### src/hdl/stok_pkg.sv
// Shared types, token kind codes and keyword tables for the source tokenizer.
// No dependencies.
package stok_pkg;

  localparam int DEF_POSITION_BITS = 32;
  localparam int DEF_LENGTH_BITS = 16;

  localparam int KIND_BITS = 6;
  localparam int OFFSET_BITS = 32;
  localparam int TLEN_BITS = 16;

  localparam int QUEUE_DEPTH = 4;
  localparam int QPTR_BITS = $clog2(QUEUE_DEPTH);

  localparam logic [KIND_BITS-1:0] KIND_END      = 6'd0;
  localparam logic [KIND_BITS-1:0] KIND_INT      = 6'd1;
  localparam logic [KIND_BITS-1:0] KIND_STRING   = 6'd2;
  localparam logic [KIND_BITS-1:0] KIND_IDENT    = 6'd3;
  localparam logic [KIND_BITS-1:0] KIND_PRINT    = 6'd4;
  localparam logic [KIND_BITS-1:0] KIND_FUNC     = 6'd5;
  localparam logic [KIND_BITS-1:0] KIND_RETURN   = 6'd6;
  localparam logic [KIND_BITS-1:0] KIND_IF       = 6'd7;
  localparam logic [KIND_BITS-1:0] KIND_ELSE     = 6'd8;
  localparam logic [KIND_BITS-1:0] KIND_WHILE    = 6'd9;
  localparam logic [KIND_BITS-1:0] KIND_BREAK    = 6'd10;
  localparam logic [KIND_BITS-1:0] KIND_CONTINUE = 6'd11;
  localparam logic [KIND_BITS-1:0] KIND_PLUS     = 6'd12;
  localparam logic [KIND_BITS-1:0] KIND_MINUS    = 6'd13;
  localparam logic [KIND_BITS-1:0] KIND_STAR     = 6'd14;
  localparam logic [KIND_BITS-1:0] KIND_SLASH    = 6'd15;
  localparam logic [KIND_BITS-1:0] KIND_PERCENT  = 6'd16;
  localparam logic [KIND_BITS-1:0] KIND_EQEQ     = 6'd17;
  localparam logic [KIND_BITS-1:0] KIND_ASSIGN   = 6'd18;
  localparam logic [KIND_BITS-1:0] KIND_SEMI     = 6'd19;
  localparam logic [KIND_BITS-1:0] KIND_LPAREN   = 6'd20;
  localparam logic [KIND_BITS-1:0] KIND_RPAREN   = 6'd21;
  localparam logic [KIND_BITS-1:0] KIND_LBRACE   = 6'd22;
  localparam logic [KIND_BITS-1:0] KIND_RBRACE   = 6'd23;
  localparam logic [KIND_BITS-1:0] KIND_COMMA    = 6'd24;
  localparam logic [KIND_BITS-1:0] KIND_LE       = 6'd25;
  localparam logic [KIND_BITS-1:0] KIND_LT       = 6'd26;
  localparam logic [KIND_BITS-1:0] KIND_GE       = 6'd27;
  localparam logic [KIND_BITS-1:0] KIND_GT       = 6'd28;
  localparam logic [KIND_BITS-1:0] KIND_NE       = 6'd29;
  localparam logic [KIND_BITS-1:0] KIND_BANG     = 6'd30;
  localparam logic [KIND_BITS-1:0] KIND_ANDAND   = 6'd31;
  localparam logic [KIND_BITS-1:0] KIND_OROR     = 6'd32;

  localparam int KW_COUNT = 8;

  // Keyword text packed with the first character in the low byte.
  localparam logic [63:0] KW_TEXT [KW_COUNT] = '{
    64'h0000_0074_6e69_7270,
    64'h0000_0000_636e_7566,
    64'h0000_6e72_7574_6572,
    64'h0000_0000_0000_6669,
    64'h0000_0000_6573_6c65,
    64'h0000_0065_6c69_6877,
    64'h0000_006b_6165_7262,
    64'h6575_6e69_746e_6f63
  };
  localparam int KW_LEN [KW_COUNT] = '{5, 4, 6, 2, 4, 5, 5, 8};
  localparam logic [KIND_BITS-1:0] KW_KIND [KW_COUNT] = '{
    KIND_PRINT, KIND_FUNC, KIND_RETURN, KIND_IF,
    KIND_ELSE, KIND_WHILE, KIND_BREAK, KIND_CONTINUE
  };

  typedef struct packed {
    logic [KIND_BITS-1:0]   kind;
    logic [OFFSET_BITS-1:0] start_offset;
    logic [TLEN_BITS-1:0]   text_length;
  } tok_t;

  // All results caused by one byte; second is used only when pair is set.
  typedef struct packed {
    logic pair;
    tok_t first;
    tok_t second;
  } entry_t;

endpackage

### src/hdl/stok_front.sv
// Front end of the source tokenizer: lexer mode register and per-byte classification.
// Depends on stok_pkg.
module stok_front #(
  parameter int POSITION_BITS = stok_pkg::DEF_POSITION_BITS,
  parameter int LENGTH_BITS = stok_pkg::DEF_LENGTH_BITS
) (
  input  logic            clk,
  input  logic            rst,
  input  logic [7:0]      ch,
  input  logic            accept,
  output stok_pkg::entry_t entry,
  output logic            entry_valid
);
  import stok_pkg::*;

  localparam int PEXT = (POSITION_BITS > OFFSET_BITS) ? POSITION_BITS : OFFSET_BITS;
  localparam int LEXT = (LENGTH_BITS > TLEN_BITS) ? LENGTH_BITS : TLEN_BITS;
  localparam logic [LENGTH_BITS-1:0] LEN_MAX = {LENGTH_BITS{1'b1}};

  typedef enum logic [3:0] {
    M_IDLE, M_SLASH, M_LINE, M_BLOCK, M_BSTAR, M_INT, M_STR, M_ESC,
    M_IDENT, M_EQ, M_LT, M_GT, M_BANG, M_AMP, M_BAR
  } mode_t;

  mode_t                    mode, mode_next;
  logic [POSITION_BITS-1:0] position, position_next;
  logic [POSITION_BITS-1:0] token_start, token_start_next;
  logic [LENGTH_BITS-1:0]   token_length, token_length_next;
  logic [63:0]              word_prefix, word_prefix_next;

  logic [LENGTH_BITS-1:0]   len_inc;
  logic [KIND_BITS-1:0]     word_kind;
  logic                     relex;
  logic                     pair_mode;
  logic [7:0]               want;
  logic [KIND_BITS-1:0]     two_kind, one_kind;
  logic                     pend_valid;
  logic [KIND_BITS-1:0]     pend_kind;
  logic [LENGTH_BITS-1:0]   pend_len;
  logic                     idle_valid;
  logic [KIND_BITS-1:0]     idle_kind;
  logic                     idle_len;
  logic [PEXT-1:0]          start_ext, pos_ext;
  logic [LEXT-1:0]          pend_len_ext;
  tok_t                     pend_tok, idle_tok;

  function automatic logic is_space(input logic [7:0] c);
    return (c == 8'd32) || (c >= 8'd9 && c <= 8'd13);
  endfunction

  function automatic logic is_digit(input logic [7:0] c);
    return c >= "0" && c <= "9";
  endfunction

  function automatic logic is_alpha(input logic [7:0] c);
    return (c >= "a" && c <= "z") || (c >= "A" && c <= "Z");
  endfunction

  assign len_inc = (token_length == LEN_MAX) ? token_length : token_length + 1'b1;

  always_comb begin
    word_kind = KIND_IDENT;
    for (int i = KW_COUNT - 1; i >= 0; i--) begin
      if (token_length == LENGTH_BITS'(KW_LEN[i]) && word_prefix == KW_TEXT[i]) begin
        word_kind = KW_KIND[i];
      end
    end
  end

  always_comb begin
    mode_next = mode;
    token_start_next = token_start;
    token_length_next = token_length;
    word_prefix_next = word_prefix;
    relex = 1'b0;
    pair_mode = 1'b0;
    want = "=";
    two_kind = KIND_END;
    one_kind = KIND_END;
    pend_valid = 1'b0;
    pend_kind = KIND_END;
    pend_len = token_length;
    idle_valid = 1'b0;
    idle_kind = KIND_END;
    idle_len = 1'b0;

    case (mode)
      M_SLASH: begin
        if (ch == "/") begin
          mode_next = M_LINE;
        end else if (ch == "*") begin
          mode_next = M_BLOCK;
        end else begin
          pend_valid = 1'b1;
          pend_kind = KIND_SLASH;
          pend_len = LENGTH_BITS'(1);
          relex = 1'b1;
        end
      end
      M_LINE: begin
        if (ch == 8'd0) begin
          relex = 1'b1;
        end else if (ch == 8'd10) begin
          mode_next = M_IDLE;
        end
      end
      M_BLOCK: begin
        if (ch == 8'd0) begin
          relex = 1'b1;
        end else if (ch == "*") begin
          mode_next = M_BSTAR;
        end
      end
      M_BSTAR: begin
        if (ch == 8'd0) begin
          relex = 1'b1;
        end else if (ch == "/") begin
          mode_next = M_IDLE;
        end else if (ch != "*") begin
          mode_next = M_BLOCK;
        end
      end
      M_INT: begin
        if (is_digit(ch)) begin
          token_length_next = len_inc;
        end else begin
          pend_valid = 1'b1;
          pend_kind = KIND_INT;
          relex = 1'b1;
        end
      end
      M_STR, M_ESC: begin
        if (ch == 8'd0) begin
          pend_valid = 1'b1;
          pend_kind = KIND_STRING;
          relex = 1'b1;
        end else if (mode == M_ESC) begin
          token_length_next = len_inc;
          mode_next = M_STR;
        end else if (ch == "\"") begin
          pend_valid = 1'b1;
          pend_kind = KIND_STRING;
          mode_next = M_IDLE;
        end else begin
          if (ch == "\\") begin
            mode_next = M_ESC;
          end
          token_length_next = len_inc;
        end
      end
      M_IDENT: begin
        if (is_alpha(ch) || is_digit(ch) || ch == "_") begin
          for (int j = 0; j < 8; j++) begin
            if (token_length == LENGTH_BITS'(j)) begin
              word_prefix_next[8*j +: 8] = ch;
            end
          end
          token_length_next = len_inc;
        end else begin
          pend_valid = 1'b1;
          pend_kind = word_kind;
          relex = 1'b1;
        end
      end
      M_EQ: begin
        pair_mode = 1'b1;
        two_kind = KIND_EQEQ;
        one_kind = KIND_ASSIGN;
      end
      M_LT: begin
        pair_mode = 1'b1;
        two_kind = KIND_LE;
        one_kind = KIND_LT;
      end
      M_GT: begin
        pair_mode = 1'b1;
        two_kind = KIND_GE;
        one_kind = KIND_GT;
      end
      M_BANG: begin
        pair_mode = 1'b1;
        two_kind = KIND_NE;
        one_kind = KIND_BANG;
      end
      M_AMP: begin
        pair_mode = 1'b1;
        want = "&";
        two_kind = KIND_ANDAND;
      end
      M_BAR: begin
        pair_mode = 1'b1;
        want = "|";
        two_kind = KIND_OROR;
      end
      default: begin
        relex = 1'b1;
      end
    endcase

    if (pair_mode) begin
      pend_valid = 1'b1;
      if (ch == want) begin
        pend_kind = two_kind;
        pend_len = LENGTH_BITS'(2);
        mode_next = M_IDLE;
      end else begin
        pend_kind = one_kind;
        pend_len = (one_kind == KIND_END) ? '0 : LENGTH_BITS'(1);
        relex = 1'b1;
      end
    end

    if (relex) begin
      mode_next = M_IDLE;
      if (ch == 8'd0) begin
        idle_valid = 1'b1;
      end else if (is_space(ch)) begin
        idle_valid = 1'b0;
      end else if (is_digit(ch)) begin
        mode_next = M_INT;
        token_start_next = position;
        token_length_next = LENGTH_BITS'(1);
      end else if (is_alpha(ch) || ch == "_") begin
        mode_next = M_IDENT;
        token_start_next = position;
        token_length_next = LENGTH_BITS'(1);
        word_prefix_next = {56'd0, ch};
      end else if (ch == "\"") begin
        mode_next = M_STR;
        token_start_next = position + 1'b1;
        token_length_next = '0;
      end else begin
        case (ch)
          "/", "=", "<", ">", "!", "&", "|": begin
            token_start_next = position;
            token_length_next = LENGTH_BITS'(1);
            case (ch)
              "/": mode_next = M_SLASH;
              "=": mode_next = M_EQ;
              "<": mode_next = M_LT;
              ">": mode_next = M_GT;
              "!": mode_next = M_BANG;
              "&": mode_next = M_AMP;
              default: mode_next = M_BAR;
            endcase
          end
          "+": begin idle_valid = 1'b1; idle_kind = KIND_PLUS;    idle_len = 1'b1; end
          "-": begin idle_valid = 1'b1; idle_kind = KIND_MINUS;   idle_len = 1'b1; end
          "*": begin idle_valid = 1'b1; idle_kind = KIND_STAR;    idle_len = 1'b1; end
          "%": begin idle_valid = 1'b1; idle_kind = KIND_PERCENT; idle_len = 1'b1; end
          ";": begin idle_valid = 1'b1; idle_kind = KIND_SEMI;    idle_len = 1'b1; end
          "(": begin idle_valid = 1'b1; idle_kind = KIND_LPAREN;  idle_len = 1'b1; end
          ")": begin idle_valid = 1'b1; idle_kind = KIND_RPAREN;  idle_len = 1'b1; end
          "{": begin idle_valid = 1'b1; idle_kind = KIND_LBRACE;  idle_len = 1'b1; end
          "}": begin idle_valid = 1'b1; idle_kind = KIND_RBRACE;  idle_len = 1'b1; end
          ",": begin idle_valid = 1'b1; idle_kind = KIND_COMMA;   idle_len = 1'b1; end
          default: begin
            idle_valid = 1'b1;
          end
        endcase
      end
    end
  end

  assign position_next = (ch == 8'd0) ? '0 : position + 1'b1;

  assign start_ext = PEXT'(token_start);
  assign pos_ext = PEXT'(position);
  assign pend_len_ext = LEXT'(pend_len);

  always_comb begin
    pend_tok.kind = pend_kind;
    pend_tok.start_offset = start_ext[OFFSET_BITS-1:0];
    pend_tok.text_length = pend_len_ext[TLEN_BITS-1:0];
    idle_tok.kind = idle_kind;
    idle_tok.start_offset = pos_ext[OFFSET_BITS-1:0];
    idle_tok.text_length = TLEN_BITS'(idle_len);
    entry.pair = pend_valid && idle_valid;
    entry.first = pend_valid ? pend_tok : idle_tok;
    entry.second = idle_tok;
  end

  assign entry_valid = pend_valid || idle_valid;

  always_ff @(posedge clk) begin
    if (rst) begin
      mode <= M_IDLE;
      position <= '0;
      token_start <= '0;
      token_length <= '0;
      word_prefix <= '0;
    end else if (accept) begin
      mode <= mode_next;
      position <= position_next;
      token_start <= token_start_next;
      token_length <= token_length_next;
      word_prefix <= word_prefix_next;
    end
  end

endmodule

### src/hdl/stok_queue.sv
// Short queue of per-byte result groups between the tokenizer front and back ends.
// Depends on stok_pkg.
module stok_queue (
  input  logic             clk,
  input  logic             rst,
  input  logic             wr_en,
  input  stok_pkg::entry_t wr_data,
  output logic             full,
  input  logic             rd_en,
  output stok_pkg::entry_t rd_data,
  output logic             empty
);
  import stok_pkg::*;

  entry_t               mem [QUEUE_DEPTH];
  logic [QPTR_BITS-1:0] wr_ptr, rd_ptr;
  logic [QPTR_BITS:0]   count;

  assign full = (count == (QPTR_BITS + 1)'(QUEUE_DEPTH));
  assign empty = (count == '0);
  assign rd_data = mem[rd_ptr];

  always_ff @(posedge clk) begin
    if (wr_en) begin
      mem[wr_ptr] <= wr_data;
    end
  end

  always_ff @(posedge clk) begin
    if (rst) begin
      wr_ptr <= '0;
      rd_ptr <= '0;
      count <= '0;
    end else begin
      if (wr_en) begin
        wr_ptr <= wr_ptr + 1'b1;
      end
      if (rd_en) begin
        rd_ptr <= rd_ptr + 1'b1;
      end
      case ({wr_en, rd_en})
        2'b10: count <= count + 1'b1;
        2'b01: count <= count - 1'b1;
        default: count <= count;
      endcase
    end
  end

endmodule

### src/hdl/stok_back.sv
// Back end of the source tokenizer: splits result groups into single results
// and holds the output register. Depends on stok_pkg.
module stok_back (
  input  logic             clk,
  input  logic             rst,
  input  stok_pkg::entry_t head,
  input  logic             head_valid,
  output logic             head_pop,
  output logic [5:0]       kind,
  output logic [31:0]      start_offset,
  output logic [15:0]      text_length,
  output logic             last,
  output logic             empty,
  input  logic             pop
);
  import stok_pkg::*;

  logic out_valid;
  logic half;
  tok_t out_tok;
  logic out_last;
  logic load;
  tok_t sel_tok;
  logic sel_last;

  assign load = head_valid && (!out_valid || pop);
  assign sel_tok = half ? head.second : head.first;
  assign sel_last = !head.pair || half;
  assign head_pop = load && sel_last;

  always_ff @(posedge clk) begin
    if (rst) begin
      out_valid <= 1'b0;
      half <= 1'b0;
    end else if (load) begin
      out_valid <= 1'b1;
      half <= head.pair && !half;
      out_tok <= sel_tok;
      out_last <= sel_last;
    end else if (pop) begin
      out_valid <= 1'b0;
    end
  end

  assign kind = out_tok.kind;
  assign start_offset = out_tok.start_offset;
  assign text_length = out_tok.text_length;
  assign last = out_last;
  assign empty = !out_valid;

endmodule

### src/hdl/source_tokenizer_core.sv
// Source tokenizer top level: front end, result queue and back end.
// Takes one byte per cycle while full is low; its results pass the queue and the
// output register. Results leave at one per cycle while pop is held, so a byte
// with two results holds the output twice; the four-entry queue absorbs the gap.
// Synchronous reset clears the lexer mode, position, queue and output register.
module source_tokenizer_core #(
  parameter int POSITION_BITS = stok_pkg::DEF_POSITION_BITS,
  parameter int LENGTH_BITS = stok_pkg::DEF_LENGTH_BITS
) (
  input  logic        clk,
  input  logic        rst,
  input  logic [7:0]  ch,
  input  logic        push,
  output logic        full,
  output logic [5:0]  kind,
  output logic [31:0] start_offset,
  output logic [15:0] text_length,
  output logic        last,
  output logic        empty,
  input  logic        pop
);
  import stok_pkg::*;

  logic   accept;
  entry_t front_entry;
  logic   front_valid;
  entry_t head;
  logic   queue_empty;
  logic   head_pop;

  assign accept = push && !full;

  stok_front #(
    .POSITION_BITS(POSITION_BITS),
    .LENGTH_BITS(LENGTH_BITS)
  ) u_front (
    .clk(clk),
    .rst(rst),
    .ch(ch),
    .accept(accept),
    .entry(front_entry),
    .entry_valid(front_valid)
  );

  stok_queue u_queue (
    .clk(clk),
    .rst(rst),
    .wr_en(accept && front_valid),
    .wr_data(front_entry),
    .full(full),
    .rd_en(head_pop),
    .rd_data(head),
    .empty(queue_empty)
  );

  stok_back u_back (
    .clk(clk),
    .rst(rst),
    .head(head),
    .head_valid(!queue_empty),
    .head_pop(head_pop),
    .kind(kind),
    .start_offset(start_offset),
    .text_length(text_length),
    .last(last),
    .empty(empty),
    .pop(pop)
  );

endmodule

### config.mk
export PLATFORM = sky130hd
export DESIGN_NAME = source_tokenizer_core
export DESIGN_NICKNAME = d
export VERILOG_FILES = /design/src/hdl/stok_pkg.sv /design/src/hdl/stok_front.sv /design/src/hdl/stok_queue.sv /design/src/hdl/stok_back.sv /design/src/hdl/source_tokenizer_core.sv
export SDC_FILE = /design/constraint.sdc
export NUM_CORES = 1
export LEC_CHECK = 0
export BUFFER_PORTS_ARGS = -buffer_cell sky130_fd_sc_hd__buf_2
export CELL_PAD_IN_SITES_DETAIL_PLACEMENT = 1
export CELL_PAD_IN_SITES_GLOBAL_PLACEMENT = 2
export CORE_UTILIZATION = 40
export CTS_CLUSTER_DIAMETER = 80
export DETAILED_ROUTE_END_ITERATION = 16
export PLACE_DENSITY_LB_ADDON = 0.1
export SYNTH_ARGS = -nofsm -noshare
export SYNTH_HDL_FRONTEND = slang
export SYNTH_SLANG_ARGS = --single-unit
### constraint.sdc
create_clock -name clk -period 6.7 [get_ports clk]
set_input_delay 2.01 -clock clk [delete_from_list [all_inputs] [get_ports clk]]
set_output_delay 2.01 -clock clk [all_outputs]
set_load 0.005 [all_outputs]
==> results.json <==
{
  "pwr_density_cell_nw_per_um2": 360.0,
  "wirelength_um": 68840,
  "critical_path.top_delay_family": "compound AO/OA/AOI/OAI gates",
  "nNetsFinal": 2007,
  "max-slew-margin-rel": 0.2721,
  "h-tree-depth": 3,
  "syn_nets": 1964,
  "layout-drive-gt1-share": 0.1687,
  "hold_viol_final": 0,
  "switching_share": 0.2893,
  "r2r_cells": 14,
  "stdcell_count": 2877,
  "yosys_warnings": 0,
  "die_height_um": 253.1,
  "gr-total-overflow": 0,
  "post-cts-setup-buffers": 0,
  "arrival_ns": 5.72,
  "yosysUniqueCellTypes": 81,
  "ios": 69,
  "synth_cells": 1941,
  "wl_per_cell_um": 23.93,
  "drtIter0Drc": 882,
  "grt_pass1_wl_um": 106000,
  "synth_async_sr_flop_share": 0,
  "final-setup-viol-count": 0,
  "power.internal_mw": 7.331,
  "cts_sinks": 586,
  "finalMaxSlewViolations": 0,
  "portBuffers": 68,
  "seqPwrFrac": 0.456,
  "multiInputGateArea_um2": 8653,
  "core-area_um2": 62050,
  "p_clk_frac": 0.342,
  "postRouteAntennaNets": 0,
  "p_leak_nw": 9.611,
  "clk_pin_slew_ns": 0.06,
  "status": "finished, final reports clean",
  "dp.cells": 2752,
  "crit_fanout": 20,
  "cts_made_buffers": 67,
  "routed_via_density": 5.647,
  "clock_latency_ns": 0.61,
  "netlist_top_cells_count": "edfxtp_1, nand2_1, dfxtp_1",
  "synthesis.area_um2": 25220,
  "drc_errors": 0,
  "seq_area_um2": 16010,
  "slowest_delay_ns": 0.54,
  "max_cap_violations": 0,
  "gp_congestion": 0.8330,
  "grt_pass1_vias": 17331,
  "min_path_type": "register to register",
  "cts_tree": "built",
  "final.setup.tns_ns": 0,
  "ys_ff_latch": 586,
  "regToRegSetupSlack_ns": 2.19,
  "yosys.area.top_type": "edfxtp_1",
  "hpwlAfterDp_um": 43530,
  "yosysMostFrequentCell": "edfxtp_1",
  "synth_top_cell_area_share": 0.5084,
  "worstSetupStartpoint": "ch[1]",
  "clock_path_buffers": 3,
  "synth_ff_type": "edfxtp_1",
  "initial_core_util": 0.4064,
  "end_kind": "register",
  "min_period_over_period": 0.7774,
  "ctsResizeCount": 0,
  "cts-root-buf": "clkbuf_16",
  "total_power_mw": 10.31,
  "hp-start": "u_front.word_prefix[5]",
  "avgSynthCellArea_um2": 12.99,
  "grt_antenna_before_repair": 2,
  "grtUsageTotal": 0.2191,
  "crit_type": "input port to register",
  "skew_ns": 0.02748,
  "fillCellCount": 6285,
  "synth_edf_count": 427,
  "synthTopCellsByArea": "edfxtp_1, dfxtp_1, mux4_2",
  "critPathLaunchType": "input port",
  "die_area_um2": 64060,
  "worst_pin_slew_ns": 1.083,
  "min_to": "u_front.word_prefix[5]",
  "syn_to_final_growth_pct": 13.59,
  "path_cells": "buf_2, or4b_1, a221o_1, a221o_1, nor2_1, o22ai_1, buf_4, inv_1, ha_1, inv_1, fa_1, xor2_1, or3_1, a21oi_1",
  "route.vias.total": 16247,
  "min_path_cells": 2,
  "reg2reg_to": "u_queue.count[2]",
  "cpMaxStageDelayCell": "a221o_1",
  "grt_setup_unrepaired": "no",
  "grt_start_max_net_pins": 75,
  "crit_buf_inv": 4,
  "cp.required_ns": 7.22,
  "switchingPower_mw": 2.984,
  "irDropWorstVdd_mv": 0.1712,
  "design_area_um2": 28650,
  "max_freq_mhz": 192.0,
  "worstReg2RegStart": "u_front.mode[1]",
  "placed_area_um2": 26540,
  "dr.pass1.iters": 5,
  "fp.dieW_um": 253.1,
  "rows": 91,
  "power.share.combinational": 0.202,
  "synth.yosys.seq_area_share": 0.6346,
  "min_period_ns": 5.208,
  "cts_hold_buf": 0
}
## flip-flops by register name, indices dropped and copies added (netlist names), named ones only
name,count
u_queue.wr_ptr,2
u_queue.mem,372
u_front.token_length,16
u_back.last,1
u_queue.count,3
u_front.pos_ext,32
u_queue.rd_ptr,2
u_back.kind,6
u_back.start_offset,32
u_back.half,1
u_front.mode,4
u_back.out_valid,1
u_back.text_length,16
u_front.word_prefix,64
u_front.start_ext,32
## placed cells by master, fill, tap and decap left out, drive strengths merged, types with 22 or more instances in the layout
cell type	count
mux4	93
nor4	30
buf	109
clkinv	30
nor3	31
nand3	55
clkbuf	83
a211oi	43
nand2	295
and2	58
and3	22
o21ai	53
inv	26
nor2	125
edfxtp	427
a21oi	62
xor2	24
nand4	29
a22o	50
dfxtp	159
## tightest hold or removal path: stages, from the launching register on
cell     delay (ns)
dfxtp_1        0.31
nand2_1        0.05
mux2i_1        0.05
## final cells by class
type,count,area share
diodes,1,0.00008735
clock buffers,83,0.06215
clock inverters,41,0.01149
inverters,22,0.002883
multi-input cells,1198,0.3021
flip-flops and latches,586,0.5590
well taps,837,0.03656
repair buffers,109,0.02577
## metrics by stage
step | hold slack (ns) | utilization | setup WS (ns)
3_5_place_dp | 0.4469 | 0.4276 | 0.9235
6_report | 0.4618 | 0.4617 | 1.492
4_1_cts | 0.4651 | 0.4616 | 1.551
5_1_grt | 0.4932 | 0.4617 | 1.362
2_1_floorplan | 0.4307 | - | 0.04267
3_3_place_gp | 0.4450 | 0.4276 | 0.9635
## power by group through the flow
stage | Sequential [mW] | Combinational (mW) | Clock (mW)
finish | 4.70 | 2.08 | 3.53
global route | 4.75 | 2.27 | 3.76
CTS | 4.71 | 2.15 | 3.64
detailed placement | 4.79 | 2.14 | 0
global placement | 4.76 | 2.11 | 0
floorplan | 4.77 | 1.31 | 0
## kinds of logic (layout without fill, tap and decap cells)
kind of cell	after synthesis	count (layout)	synth area share
DFF	586	586	0.6346
other	0	1	0
adders and majority gates	11	11	0.005755
AOI/OAI and AO/OA	297	297	0.08772
and+or+nand+nor	744	744	0.1454
muxes	106	106	0.08831
xor gates and xnor gates	40	40	0.01389
buffers and inverters	157	255	0.02431
## per-layer routing
layer  share of wire  track usage  up-vias
li1                -            -     7468
met1            0.44       0.2778     8399
met2            0.51       0.3859      281
met3           0.030      0.02981       99
met4           0.023      0.07013        0
met5               0            0        -
## how the worst max path moves through the flow
stage               slack, ns           endpoint  depth (start not counted)
finish                   1.49   u_queue.count[2]                         14
floorplan                0.04  u_queue.mem[2][0]                         10
CTS                      1.55   u_queue.count[2]                         14
global route             1.36   u_queue.count[2]                         14
global placement         0.96   u_queue.count[2]                         14
detailed placement       0.92   u_queue.count[2]                         14
No activity file was read; power rests on OpenSTA's default activity.
